`src/design/rtbo_pkg.sv`:
```
// ----------------------------------------------------------------------------
// rtbo_pkg
// types and constants for the retry table
// ----------------------------------------------------------------------------
package rtbo_pkg;

  localparam int unsigned TableDepth = 16;
  localparam int unsigned SlotW      = $clog2(TableDepth);
  localparam int unsigned CntW       = $clog2(TableDepth + 1);
  localparam int unsigned KeyW       = 32;
  localparam int unsigned TimeW      = 48;
  localparam logic [TimeW-1:0] TimeMax = {TimeW{1'b1}};

  localparam logic [1:0] OpEnqueue = 2'd0;
  localparam logic [1:0] OpReport  = 2'd1;
  localparam logic [1:0] OpDueScan = 2'd2;
  localparam logic [1:0] OpSweep   = 2'd3;

  localparam logic [3:0] StQueued    = 4'd0;
  localparam logic [3:0] StDuplicate = 4'd1;
  localparam logic [3:0] StFull      = 4'd2;
  localparam logic [3:0] StNotFound  = 4'd3;
  localparam logic [3:0] StSucceeded = 4'd4;
  localparam logic [3:0] StExhausted = 4'd5;
  localparam logic [3:0] StResched   = 4'd6;
  localparam logic [3:0] StDue       = 4'd7;
  localparam logic [3:0] StNoneDue   = 4'd8;
  localparam logic [3:0] StSwept     = 4'd9;

  localparam logic [1:0] RegTtl      = 2'd0;
  localparam logic [1:0] RegCapacity = 2'd1;
  localparam logic [1:0] RegRetry    = 2'd2;
  localparam logic [1:0] RegBackoff  = 2'd3;

  typedef struct packed {
    logic [1:0]      operation;
    logic [KeyW-1:0] assoc_key;
    logic [63:0]     version_tag;
    logic            success;
    logic [47:0]     now_time;
  } req_t;

  typedef struct packed {
    logic [3:0]      status;
    logic [31:0]     out_assoc_key;
    logic [63:0]     out_version;
    logic [4:0]      removed_count;
    logic            last;
  } rsp_t;

  // identity part of a slot, written on enqueue only
  typedef struct packed {
    logic [KeyW-1:0]  key;
    logic [63:0]      version;
    logic [TimeW-1:0] created_at;
  } slot_id_t;

  // schedule part of a slot, written on enqueue and reschedule
  typedef struct packed {
    logic [4:0]       attempts;
    logic [TimeW-1:0] eligible_at;
  } slot_sched_t;

endpackage

```
`src/design/retry_table_exponential_backoff.sv`:
```
// ----------------------------------------------------------------------------
// retry_table_exponential_backoff
// table of pending retries with exponential backoff, due scan and ttl sweep
// ----------------------------------------------------------------------------
// Each request beat walks the whole table: the slot contents sit in two
// synchronous memories (identity and schedule) with registered read data;
// one slot is read per cycle while the response register can take a beat,
// and checked once its read data is registered; a decide step follows the
// walk. The final response beat shows when the block is idle again, and the
// next request beat can be accepted in that same cycle, so the block takes
// no new request before the last one is through. req stall is high from
// the accepting edge until the block is idle again. Due scan holds each due
// slot back by one so the last one can carry the last flag; a held beat goes
// out when the next due slot is found. The walk and the decide cycle freeze
// while the response register holds a beat under rsp stall. Valid bits live
// in flip-flops so reset empties the table at once; no clearing pass.
// Configuration is taken only while the block is idle.
module retry_table_exponential_backoff (
  input  logic             clk_i,
  input  logic             rst_ni,
  input  logic             req_valid,
  output logic             req_stall,
  input  rtbo_pkg::req_t   req_data_i,
  output logic             rsp_valid,
  input  logic             rsp_stall,
  output rtbo_pkg::rsp_t   rsp_data_o,
  input  logic             cfg_valid,
  output logic             cfg_ready,
  input  logic [1:0]       cfg_index_i,
  input  logic [31:0]      cfg_data_i
);

  localparam int unsigned SW = rtbo_pkg::SlotW;
  localparam int unsigned CW = rtbo_pkg::CntW;
  localparam int unsigned TW = rtbo_pkg::TimeW;

  // state codes
  localparam logic [1:0] SIdle   = 2'd0;
  localparam logic [1:0] SWalk   = 2'd1;  // issue reads, check returned slot
  localparam logic [1:0] SDecide = 2'd2;  // act on the walk result

  logic [1:0] state_q, state_d;

  // configuration
  logic [31:0] ttl_q;
  logic [4:0]  cap_q, retry_q;
  logic [19:0] backoff_q;

  assign cfg_ready = (state_q == SIdle);
  always_ff @(posedge clk_i or negedge rst_ni) begin
    if (!rst_ni) begin
      ttl_q     <= 32'd60000;
      cap_q     <= 5'd16;
      retry_q   <= 5'd3;
      backoff_q <= 20'd1000;
    end else if (cfg_valid && cfg_ready) begin
      unique case (cfg_index_i)
        rtbo_pkg::RegTtl:      ttl_q     <= cfg_data_i;
        rtbo_pkg::RegCapacity: cap_q     <= cfg_data_i[4:0];
        rtbo_pkg::RegRetry:    retry_q   <= cfg_data_i[4:0];
        rtbo_pkg::RegBackoff:  backoff_q <= cfg_data_i[19:0];
        default: ;
      endcase
    end
  end

  // slot memories
  rtbo_pkg::slot_id_t    id_mem  [rtbo_pkg::TableDepth];
  rtbo_pkg::slot_sched_t sch_mem [rtbo_pkg::TableDepth];
  rtbo_pkg::slot_id_t    id_rd_q;
  rtbo_pkg::slot_sched_t sch_rd_q;
  logic                  re, id_we, sch_we;
  logic [SW-1:0]         raddr, waddr;
  rtbo_pkg::slot_id_t    id_wdata;
  rtbo_pkg::slot_sched_t sch_wdata;

  always_ff @(posedge clk_i) begin
    if (id_we) id_mem[waddr] <= id_wdata;
    if (sch_we) sch_mem[waddr] <= sch_wdata;
    if (re) begin
      id_rd_q  <= id_mem[raddr];
      sch_rd_q <= sch_mem[raddr];
    end
  end

  logic [rtbo_pkg::TableDepth-1:0] valid_q, valid_d;

  // walk bookkeeping
  rtbo_pkg::req_t      req_q;
  logic [CW-1:0]       ridx_q, ridx_d;   // next read address
  logic                rv_q, rv_d;       // read data holds slot chk_q
  logic [SW-1:0]       chk_q, chk_d;
  logic                hit_q, hit_d;
  logic [SW-1:0]       hslot_q, hslot_d;
  logic [4:0]          hatt_q, hatt_d;
  logic                free_q, free_d;
  logic [SW-1:0]       fslot_q, fslot_d;
  logic [CW-1:0]       cnt_q, cnt_d;
  logic [4:0]          rem_q, rem_d;
  // due slot held back by one beat
  logic                hold_v_q, hold_v_d;
  logic [rtbo_pkg::KeyW-1:0] hold_key_q, hold_key_d;
  logic [63:0]         hold_ver_q, hold_ver_d;

  // response register
  logic           ov_q, ov_d;
  rtbo_pkg::rsp_t rsp_q, rsp_d;
  assign rsp_valid  = ov_q;
  assign rsp_data_o = rsp_q;
  assign req_stall  = (state_q != SIdle);
  assign raddr      = ridx_q[SW-1:0];

  // checks on the returned slot
  logic           cur_v, key_eq, due, old;
  logic [TW-1:0]  age;
  always_comb begin
    cur_v  = rv_q && valid_q[chk_q];
    key_eq = (id_rd_q.key == req_q.assoc_key) && (id_rd_q.version == req_q.version_tag);
    due    = sch_rd_q.eligible_at <= req_q.now_time;
    age    = req_q.now_time - id_rd_q.created_at;
    old    = (req_q.now_time > id_rd_q.created_at) && (age > {16'd0, ttl_q});
  end

  // backoff arithmetic for the decide stage, saturating at the time range
  logic [4:0]    att_n;
  logic [51:0]   sum_e, sum_r;
  logic [50:0]   shifted;
  logic [TW-1:0] elig_e, elig_r;
  always_comb begin
    att_n   = (hatt_q < 5'd31) ? hatt_q + 5'd1 : hatt_q;
    sum_e   = {4'd0, req_q.now_time} + {32'd0, backoff_q};
    shifted = {31'd0, backoff_q} << att_n;
    sum_r   = {4'd0, req_q.now_time} + {1'b0, shifted};
    elig_e  = (sum_e > {4'd0, rtbo_pkg::TimeMax}) ? rtbo_pkg::TimeMax : sum_e[TW-1:0];
    elig_r  = (sum_r > {4'd0, rtbo_pkg::TimeMax}) ? rtbo_pkg::TimeMax : sum_r[TW-1:0];
  end

  // capacity above the table depth acts as the depth
  logic [CW-1:0] cap_eff;
  assign cap_eff = (cap_q > CW'(rtbo_pkg::TableDepth)) ? CW'(rtbo_pkg::TableDepth) : cap_q;

  logic out_free;
  assign out_free = !ov_q || !rsp_stall;  // response register can take a beat

  always_comb begin
    state_d = state_q;  ridx_d = ridx_q;  rv_d = rv_q;  chk_d = chk_q;
    hit_d = hit_q;  hslot_d = hslot_q;  hatt_d = hatt_q;  free_d = free_q;
    fslot_d = fslot_q;  cnt_d = cnt_q;  rem_d = rem_q;  hold_v_d = hold_v_q;
    hold_key_d = hold_key_q;  hold_ver_d = hold_ver_q;  valid_d = valid_q;
    ov_d = ov_q && rsp_stall;  rsp_d = rsp_q;
    re = 1'b0;  id_we = 1'b0;  sch_we = 1'b0;  waddr = fslot_q;
    id_wdata  = '{req_q.assoc_key, req_q.version_tag, req_q.now_time};
    sch_wdata = '{5'd0, elig_e};
    unique case (state_q)
      SIdle: begin
        ridx_d = '0;  rv_d = 1'b0;  hit_d = 1'b0;  free_d = 1'b0;  cnt_d = '0;
        rem_d = '0;  hold_v_d = 1'b0;
        if (req_valid) state_d = SWalk;
      end
      SWalk: begin
        if (out_free) begin
          if (cur_v) begin
            cnt_d = cnt_q + CW'(1);
            if (key_eq && !hit_q) begin
              hit_d = 1'b1;  hslot_d = chk_q;  hatt_d = sch_rd_q.attempts;
            end
            if (req_q.operation == rtbo_pkg::OpDueScan && due) begin
              // the held due beat is not the last one: send it on
              if (hold_v_q) begin
                ov_d = 1'b1;
                rsp_d = '{rtbo_pkg::StDue, 32'(hold_key_q), hold_ver_q, 5'd0, 1'b0};
              end
              hold_v_d = 1'b1;  hold_key_d = id_rd_q.key;  hold_ver_d = id_rd_q.version;
            end
            if (req_q.operation == rtbo_pkg::OpSweep && old) begin
              valid_d[chk_q] = 1'b0;
              rem_d = rem_q + 5'd1;
            end
          end else if (rv_q && !free_q) begin
            free_d = 1'b1;  fslot_d = chk_q;
          end
          if (ridx_q < CW'(rtbo_pkg::TableDepth)) begin
            re = 1'b1;  rv_d = 1'b1;  chk_d = ridx_q[SW-1:0];
            ridx_d = ridx_q + CW'(1);
          end else begin
            rv_d = 1'b0;
            state_d = SDecide;
          end
        end
      end
      SDecide: begin
        if (out_free) begin
          state_d = SIdle;
          ov_d = 1'b1;
          rsp_d = '{rtbo_pkg::StQueued, 32'(req_q.assoc_key), req_q.version_tag,
                    5'd0, 1'b1};
          unique case (req_q.operation)
            rtbo_pkg::OpEnqueue: begin
              if (hit_q) rsp_d.status = rtbo_pkg::StDuplicate;
              else if (cnt_q >= cap_eff || !free_q) rsp_d.status = rtbo_pkg::StFull;
              else begin
                // new entry takes the lowest free slot
                id_we = 1'b1;
                sch_we = 1'b1;
                waddr = fslot_q;
                valid_d[fslot_q] = 1'b1;
              end
            end
            rtbo_pkg::OpReport: begin
              if (!hit_q) rsp_d.status = rtbo_pkg::StNotFound;
              else if (req_q.success) begin
                rsp_d.status = rtbo_pkg::StSucceeded;
                valid_d[hslot_q] = 1'b0;
              end else if (att_n >= retry_q) begin
                rsp_d.status = rtbo_pkg::StExhausted;
                valid_d[hslot_q] = 1'b0;
              end else begin
                rsp_d.status = rtbo_pkg::StResched;
                sch_we = 1'b1;
                waddr = hslot_q;
                sch_wdata = '{att_n, elig_r};
              end
            end
            rtbo_pkg::OpDueScan: begin
              if (hold_v_q)
                rsp_d = '{rtbo_pkg::StDue, 32'(hold_key_q), hold_ver_q, 5'd0, 1'b1};
              else rsp_d.status = rtbo_pkg::StNoneDue;
            end
            default: begin
              rsp_d.status = rtbo_pkg::StSwept;
              rsp_d.removed_count = rem_q;
            end
          endcase
        end
      end
      default: state_d = SIdle;
    endcase
  end

  always_ff @(posedge clk_i or negedge rst_ni) begin
    if (!rst_ni) begin
      state_q <= SIdle;  valid_q <= '0;  rv_q <= 1'b0;  ov_q <= 1'b0;
      ridx_q <= '0;  hit_q <= 1'b0;  free_q <= 1'b0;  cnt_q <= '0;
      rem_q <= '0;  hold_v_q <= 1'b0;
    end else begin
      state_q <= state_d;  valid_q <= valid_d;  rv_q <= rv_d;  ov_q <= ov_d;
      ridx_q <= ridx_d;  hit_q <= hit_d;  free_q <= free_d;  cnt_q <= cnt_d;
      rem_q <= rem_d;  hold_v_q <= hold_v_d;
    end
  end

  always_ff @(posedge clk_i) begin
    if (state_q == SIdle && req_valid) req_q <= req_data_i;
    chk_q <= chk_d;  hslot_q <= hslot_d;  hatt_q <= hatt_d;  fslot_q <= fslot_d;
    hold_key_q <= hold_key_d;  hold_ver_q <= hold_ver_d;  rsp_q <= rsp_d;
  end

endmodule
```
`config.mk`:
```
export PLATFORM = sky130hd
export DESIGN_NAME = retry_table_exponential_backoff
export DESIGN_NICKNAME = d
export VERILOG_FILES = /design/src/design/rtbo_pkg.sv /design/src/design/retry_table_exponential_backoff.sv
export SDC_FILE = /design/constraint.sdc
export NUM_CORES = 2
export LEC_CHECK = 0
export ABC_CLOCK_PERIOD_IN_PS = 27600
export BUFFER_PORTS_ARGS = -buffer_cell sky130_fd_sc_hd__buf_2
export CORE_MARGIN = 3
export CORE_UTILIZATION = 40
export DETAILED_ROUTE_END_ITERATION = 6
export PLACE_DENSITY = 0.62
export SETUP_SLACK_MARGIN = 0.4
export SYNTH_ARGS = -nofsm -noshare
export SYNTH_HDL_FRONTEND = slang
export SYNTH_SLANG_ARGS = --single-unit
```
`constraint.sdc`:
```
create_clock -name clk_i -period 27.6 [get_ports clk_i]
set_input_delay 6.9 -clock clk_i [delete_from_list [all_inputs] [get_ports clk_i]]
set_output_delay 6.9 -clock clk_i [all_outputs]
set_load 0.005 [all_outputs]
```
Word level (Yosys, flattened, before mapping). Memory sizes are Yosys's and may differ from the RTL's. A register that Yosys moved wholly into a read port is not among the register bits. Cells that the tools add are included.

Div/mod/pow operators: 0. Eq/ne operators: 27. Mux-type cells: 105. Magnitude comparators: 16. Shifts and indexed selects: 1. Reductions and logical operators: 44. Bitwise gates (word level): 6. $add $sub $neg: 7. $mul: 0.

Operators with widths (number): 106-bit 2-to-1 mux (5); 53-bit 2-to-1 mux (6); 106-bit case mux with 2 select lines (1); 16-bit 2-to-1 mux (9); 102-bit 2-to-1 mux (1); 48-bit 2-to-1 mux (2); 96-bit 2-to-1 mux (1); 64-bit == test (1); 16-bit case mux with 2 select lines (2); 48-bit by 51-bit adder with 52-bit output (1); 52-bit by 48-bit greater-than comparator with 1-bit output, second input constant (1); 20-bit by 5-bit left shift with 51-bit output (1); 48-bit by 20-bit adder with 49-bit output (1); 49-bit by 48-bit greater-than comparator with 1-bit output, second input constant (1); 48-bit by 32-bit greater-than comparator with 1-bit output (1); 48-bit greater-than comparator (1); 48-bit <= comparator (1); 48-bit subtractor (1); 5-bit 2-to-1 mux (9); 5-bit case mux with 2 select lines (4); 1-bit 2-to-1 mux (37); 16-bit bitwise AND (2); 32-bit == test (1); 16-bit NOT (2); 33 further kinds (114).

Latch bits: 0. Output and inout bits: 109. Bits in writable memories: 3152. Register bits: 466. ROM bits: 0. Memories kept: 2.

Memories: id_mem (depth 16, bits a word 144, read ports 1, clocked after Yosys merged registers in 1, wr ports 1, RTL line retry_table_exponential_backoff.sv:68) `rtbo_pkg::slot_id_t id_mem [rtbo_pkg::TableDepth];`; sch_mem (depth 16, bits a word 53, read ports 1, clocked after Yosys merged registers in 1, wr ports 1, RTL line retry_table_exponential_backoff.sv:69) `rtbo_pkg::slot_sched_t sch_mem [rtbo_pkg::TableDepth];`.

Depth between registers and ports, before layout.
Depth after elaboration: 12. Gate-level depth with buffers: 28. Depth with buffers taken out: 25.

Least setup slack after synthesis. No wires, ideal clock.

Kind: input port to flip-flop. From: in rsp_stall. To: reg hold_key_q[0] in the netlist's numbering, enable pin. Path buffers: 0. Arrival time: 16.237 ns. Slack: 10.577 ns. Cell stages on the path: 3. Library setup time: 0.786 ns. Data required time: 26.814 ns. Path through: nand2_1 > nand2_1 > nor4_1.

Cells in the longest elaborated chain, start to end: 3.

Ends and longest elaborated chain: start, declared (RTL line retry_table_exponential_backoff.sv:25) `input logic rsp_stall,`; 1-bit logical NOT (RTL line retry_table_exponential_backoff.sv:143) `assign out_free = !ov_q || !rsp_stall;`; 1-bit logical OR (RTL line retry_table_exponential_backoff.sv:143); 4-bit AND reduction (no line); end signal, assigned (RTL line retry_table_exponential_backoff.sv:255) `hold_key_q <= hold_key_d; hold_ver_q <= hold_ver_d; rsp_q <= rsp_d;`; end, declared (RTL line retry_table_exponential_backoff.sv:102) `logic [rtbo_pkg::KeyW-1:0] hold_key_q, hold_key_d;`.

No other way between the ends. A chain may end at the register's enable or synchronous reset.

Worst setup path after layout.
From: in rsp_stall. To: mem id_mem[10][102] in the netlist's numbering, enable pin.

Cells in the longest elaborated chain, start to end: 6. Elaborated cells on any way between the ends: 8. Those cells by class: mux (6); reduce/logical (2).

Ends and longest elaborated chain: 1-bit logical NOT (*) (RTL line retry_table_exponential_backoff.sv:143); 1-bit logical OR (*) (RTL line retry_table_exponential_backoff.sv:143); 1-bit 2-to-1 mux (RTL line retry_table_exponential_backoff.sv:192) `if (out_free) begin`; 1-bit 2-to-1 mux (RTL line retry_table_exponential_backoff.sv:154) `unique case (state_q)`; 1-bit 2-to-1 mux (RTL line retry_table_exponential_backoff.sv:78) `if (id_we) id_mem[waddr] <= id_wdata;`; 1-bit 2-to-1 mux (not written as such) (RTL line retry_table_exponential_backoff.sv:78); end, declared (RTL line retry_table_exponential_backoff.sv:68).

Mark *: on every way between the ends. The rest lies on a longest branch, timed or not.

==> impl_metrics.env <==
export IMPL_synth_net_count=7820
export IMPL_hold_ws_ns=0.4278
export IMPL_setup_tns_ns=0
export IMPL_drtIter0Drc=9225
export IMPL_dpl_cell_count=12630
export IMPL_holdPathEnd="hatt_q[3]"
export IMPL_avgSynthCellArea_um2=20.66
export IMPL_synth_ff_type="edfxtp_1"
export IMPL_grt_usage_pct=20.63
export IMPL_antenna_found_initial=32
export IMPL_synth_area_um2=153300
export IMPL_postRouteAntennaNets=0
export IMPL_synth_edf_count=3715
export IMPL_final_cell_mix="edfxtp_1, mux4_2, clkbuf_16, buf_2, nand2_1"
export IMPL_reg2reg_slack_ns=18.86
export IMPL_layout_commonest_cell="edfxtp_1"
export IMPL_syn_inst=7418
export IMPL_viasPerCell=5.810
export IMPL_ys_seq_area_share_pct=74.44
export IMPL_cap_violations=0
export IMPL_hold_path_class="flip-flop to flip-flop"
export IMPL_place_hpwl_um=248800
export IMPL_clock_fmax_mhz=94.29
export IMPL_cp_start_kind="input port"
export IMPL_ys_types=95
export IMPL_place_congestion=0.9037
export IMPL_worstSetupPathType="input port to flip-flop"
export IMPL_slew_headroom_pct=9.756
export IMPL_die_w_um=625.0
export IMPL_drive_gt1_share_pct=27.40
export IMPL_area_growth_syn_to_layout_pct=13.89
export IMPL_clock_root_buffer="clkbuf_16"
export IMPL_rows=226
export IMPL_outcome="finished clean"
export IMPL_worstMarginPinSlew_ns=1.327
export IMPL_routed_wl_um=407700
export IMPL_fillers=31360
export IMPL_fin_crit_sh_pct=38.43
export IMPL_clk_pin_slew_ns=0.06
export IMPL_synth_seq_cells=3815
export IMPL_start_util_pct=40.30
export IMPL_grt_pass1_wl_um=582100
export IMPL_drv_slew=0
export IMPL_stdcell_count=13360
export IMPL_h_tree_depth=5
export IMPL_first_global_vias=79280
export IMPL_reg2reg_from="hatt_q[2]"
export IMPL_r2r_cells=26
export IMPL_drt_pass1_iterations=6
export IMPL_fp_coreArea_um2=380300
export IMPL_hold_violations=0
export IMPL_tritoncts="done"
export IMPL_async_flop_share_pct=2.621
export IMPL_hp_start="sch_rd_q[51]"
export IMPL_cts_resized_gates=0
export IMPL_gr_total_overflow=0
export IMPL_critPathRequiredTime_ns=28.15
export IMPL_fin_nets=8402
export IMPL_post_drt_wl_per_cell_um=30.53
export IMPL_boundaryPins=295
export IMPL_die_y_um=625.0
export IMPL_holdPathStages=0
export IMPL_p_leak_uw=0.05569
export IMPL_ir_drop_uv=129.0
export IMPL_clock_sinks=3815
export IMPL_crit_arrival_ns=11.16
export IMPL_die_area_um2=390600
export IMPL_cts_inserted_buffers=387
export IMPL_min_period_ns=10.61
export IMPL_finClkSkew_ns=0.07514
export IMPL_ctsLongestPathBuffers=4
export IMPL_setup_violations=0
export IMPL_drc=0
export IMPL_cts_hold_buf=0
export IMPL_vias=77590
export IMPL_clk_latency_ns=0.98
export IMPL_end_kind="flip-flop"
export IMPL_path_max_fanout=43
export IMPL_yosysWarnings=0
export IMPL_rr_endpoint="sch_mem[8][44]"
export IMPL_rsz0062_at_grt="false"
export IMPL_p_per_area_nw_per_um2=97.74
export IMPL_grt_start_max_net_pins=150
export IMPL_io_buffer_count=294
export IMPL_postCtsSetupBuffers=0
[area by class of cell]
class | instances | area [um2] | share of cell area (%)
sequential | 3815 | 114100 | 65.37
multi-input combinational | 3075 | 37500 | 21.49
clock buffer | 483 | 10260 | 5.879
tap | 5016 | 6276 | 3.596
timing repair buffer | 506 | 3153 | 1.806
clock inverter | 232 | 2417 | 1.385
inverter | 215 | 807.0 | 0.4624
antenna | 13 | 32.53 | 0.01864
[registers in the layout, summed over array words and instances (netlist names), 2 cells and up]
signal      count
rem_q           5
sch_rd_q       53
fslot_q         4
id_mem       2304
hold_key_q     32
id_wdata      144
hslot_q         4
cnt_q           5
id_rd_q       144
ridx_q          5
req_q           3
rsp_data_o    106
ttl_q          32
hold_ver_q     64
hatt_q          5
cap_q           5
retry_q         5
valid_q        16
state_q         2
chk_q           4
backoff_q      20
sch_mem       848
[where the power goes]
group | total (uW) | switching, uW | internal [uW] | leakage (uW)
clock | 5210 | 2220 | 2990 | 0.00618
combinational | 4290 | 2570 | 1720 | 0.0149
sequential | 7550 | 370 | 7180 | 0.0346
[Yosys cell counts (all sizes together), types with 7 or more instances]
library cell  count  area (um2)
a22o              8       70.07
ha              213        2665
a31oi            23       150.1
clkbuf          213       800.8
nor4             23       150.1
o21ai           183       953.4
nor3             35       175.2
mux2i            72       720.7
nor2b            33       206.5
and2             30       187.7
dfrtp            84        2102
or3              11       68.82
mux4            990       22300
a211oi           13       97.59
edfxtp         3715      111600
and3             19       118.9
inv             213       799.5
nand2b           29       181.4
buf             100       411.6
nand4            69       437.9
nand3            61       310.3
o21a             29       219.0
a221oi            8       76.32
o2bb2ai           7       61.31
a21oi           196       984.7
xor2             60       525.5
a21o             65       488.0
o22ai            29       187.7
a22oi            44       330.3
o211ai           21       162.6
o2111ai          14       128.9
nor2            196       735.7
mux2            130        1464
o31ai             7       52.55
nand2           224       840.8
dfstp            16       420.4
xnor2           129        1130
[worst max path at each step]
stage / cells past startpoint / to / startpoint
3_5_place_dp: 10 / id_mem[10][101] / rsp_stall
5_1_grt: 10 / id_mem[10][102] / rsp_stall
3_3_place_gp: 10 / id_mem[10][101] / rsp_stall
6_report: 10 / id_mem[10][102] / rsp_stall
2_1_floorplan: 3 / hold_key_q[0] / rsp_stall
4_1_cts: 10 / id_mem[10][102] / rsp_stall
[cell families after synthesis]
logic type / count (synthesis) / synth area share (%)
fa+ha+maj: 216 / 1.778
buf+inv: 528 / 1.318
flops: 3815 / 74.44
compound gates: 725 / 3.066
simple gates: 753 / 2.347
xor+xnor: 189 / 1.080
mux: 1192 / 15.97
[worst max-delay path, stage by stage]
cell	delay (ns)
buf_2	0.11
and2_0	0.29
nor2_1	0.22
nand3_1	0.46
nor3b_1	0.43
a31oi_2	0.06
buf_4	0.24
nor2_4	0.94
buf_4	0.63
buf_4	0.77
[layer usage]
layer / vias up / GRT usage, % / part of all wire (%)
met5: - / 0 / 0.011
met4: 8 / 6.720 / 3.4
met3: 620 / 3.000 / 7.0
met2: 3259 / 34.21 / 50
met1: 41740 / 28.14 / 40
li1: 31960 / - / -
[metrics by stage]
| step | power [uW] | cell area [um2] | setup slack [ns] | utilization (%) |
|---|---|---|---|---|
| floorplan | 10380 | 153300 | 10.58 | - |
| global placement | 11910 | 161800 | 16.03 | 42.55 |
| detailed placement | 11980 | 161800 | 16.02 | 42.55 |
| CTS | 17190 | 174500 | 17.05 | 45.88 |
| global route | 17740 | 174500 | 16.80 | 45.89 |
| finish | 17060 | 174500 | 16.99 | 45.89 |
No activity file was read; power rests on OpenSTA's default activity.
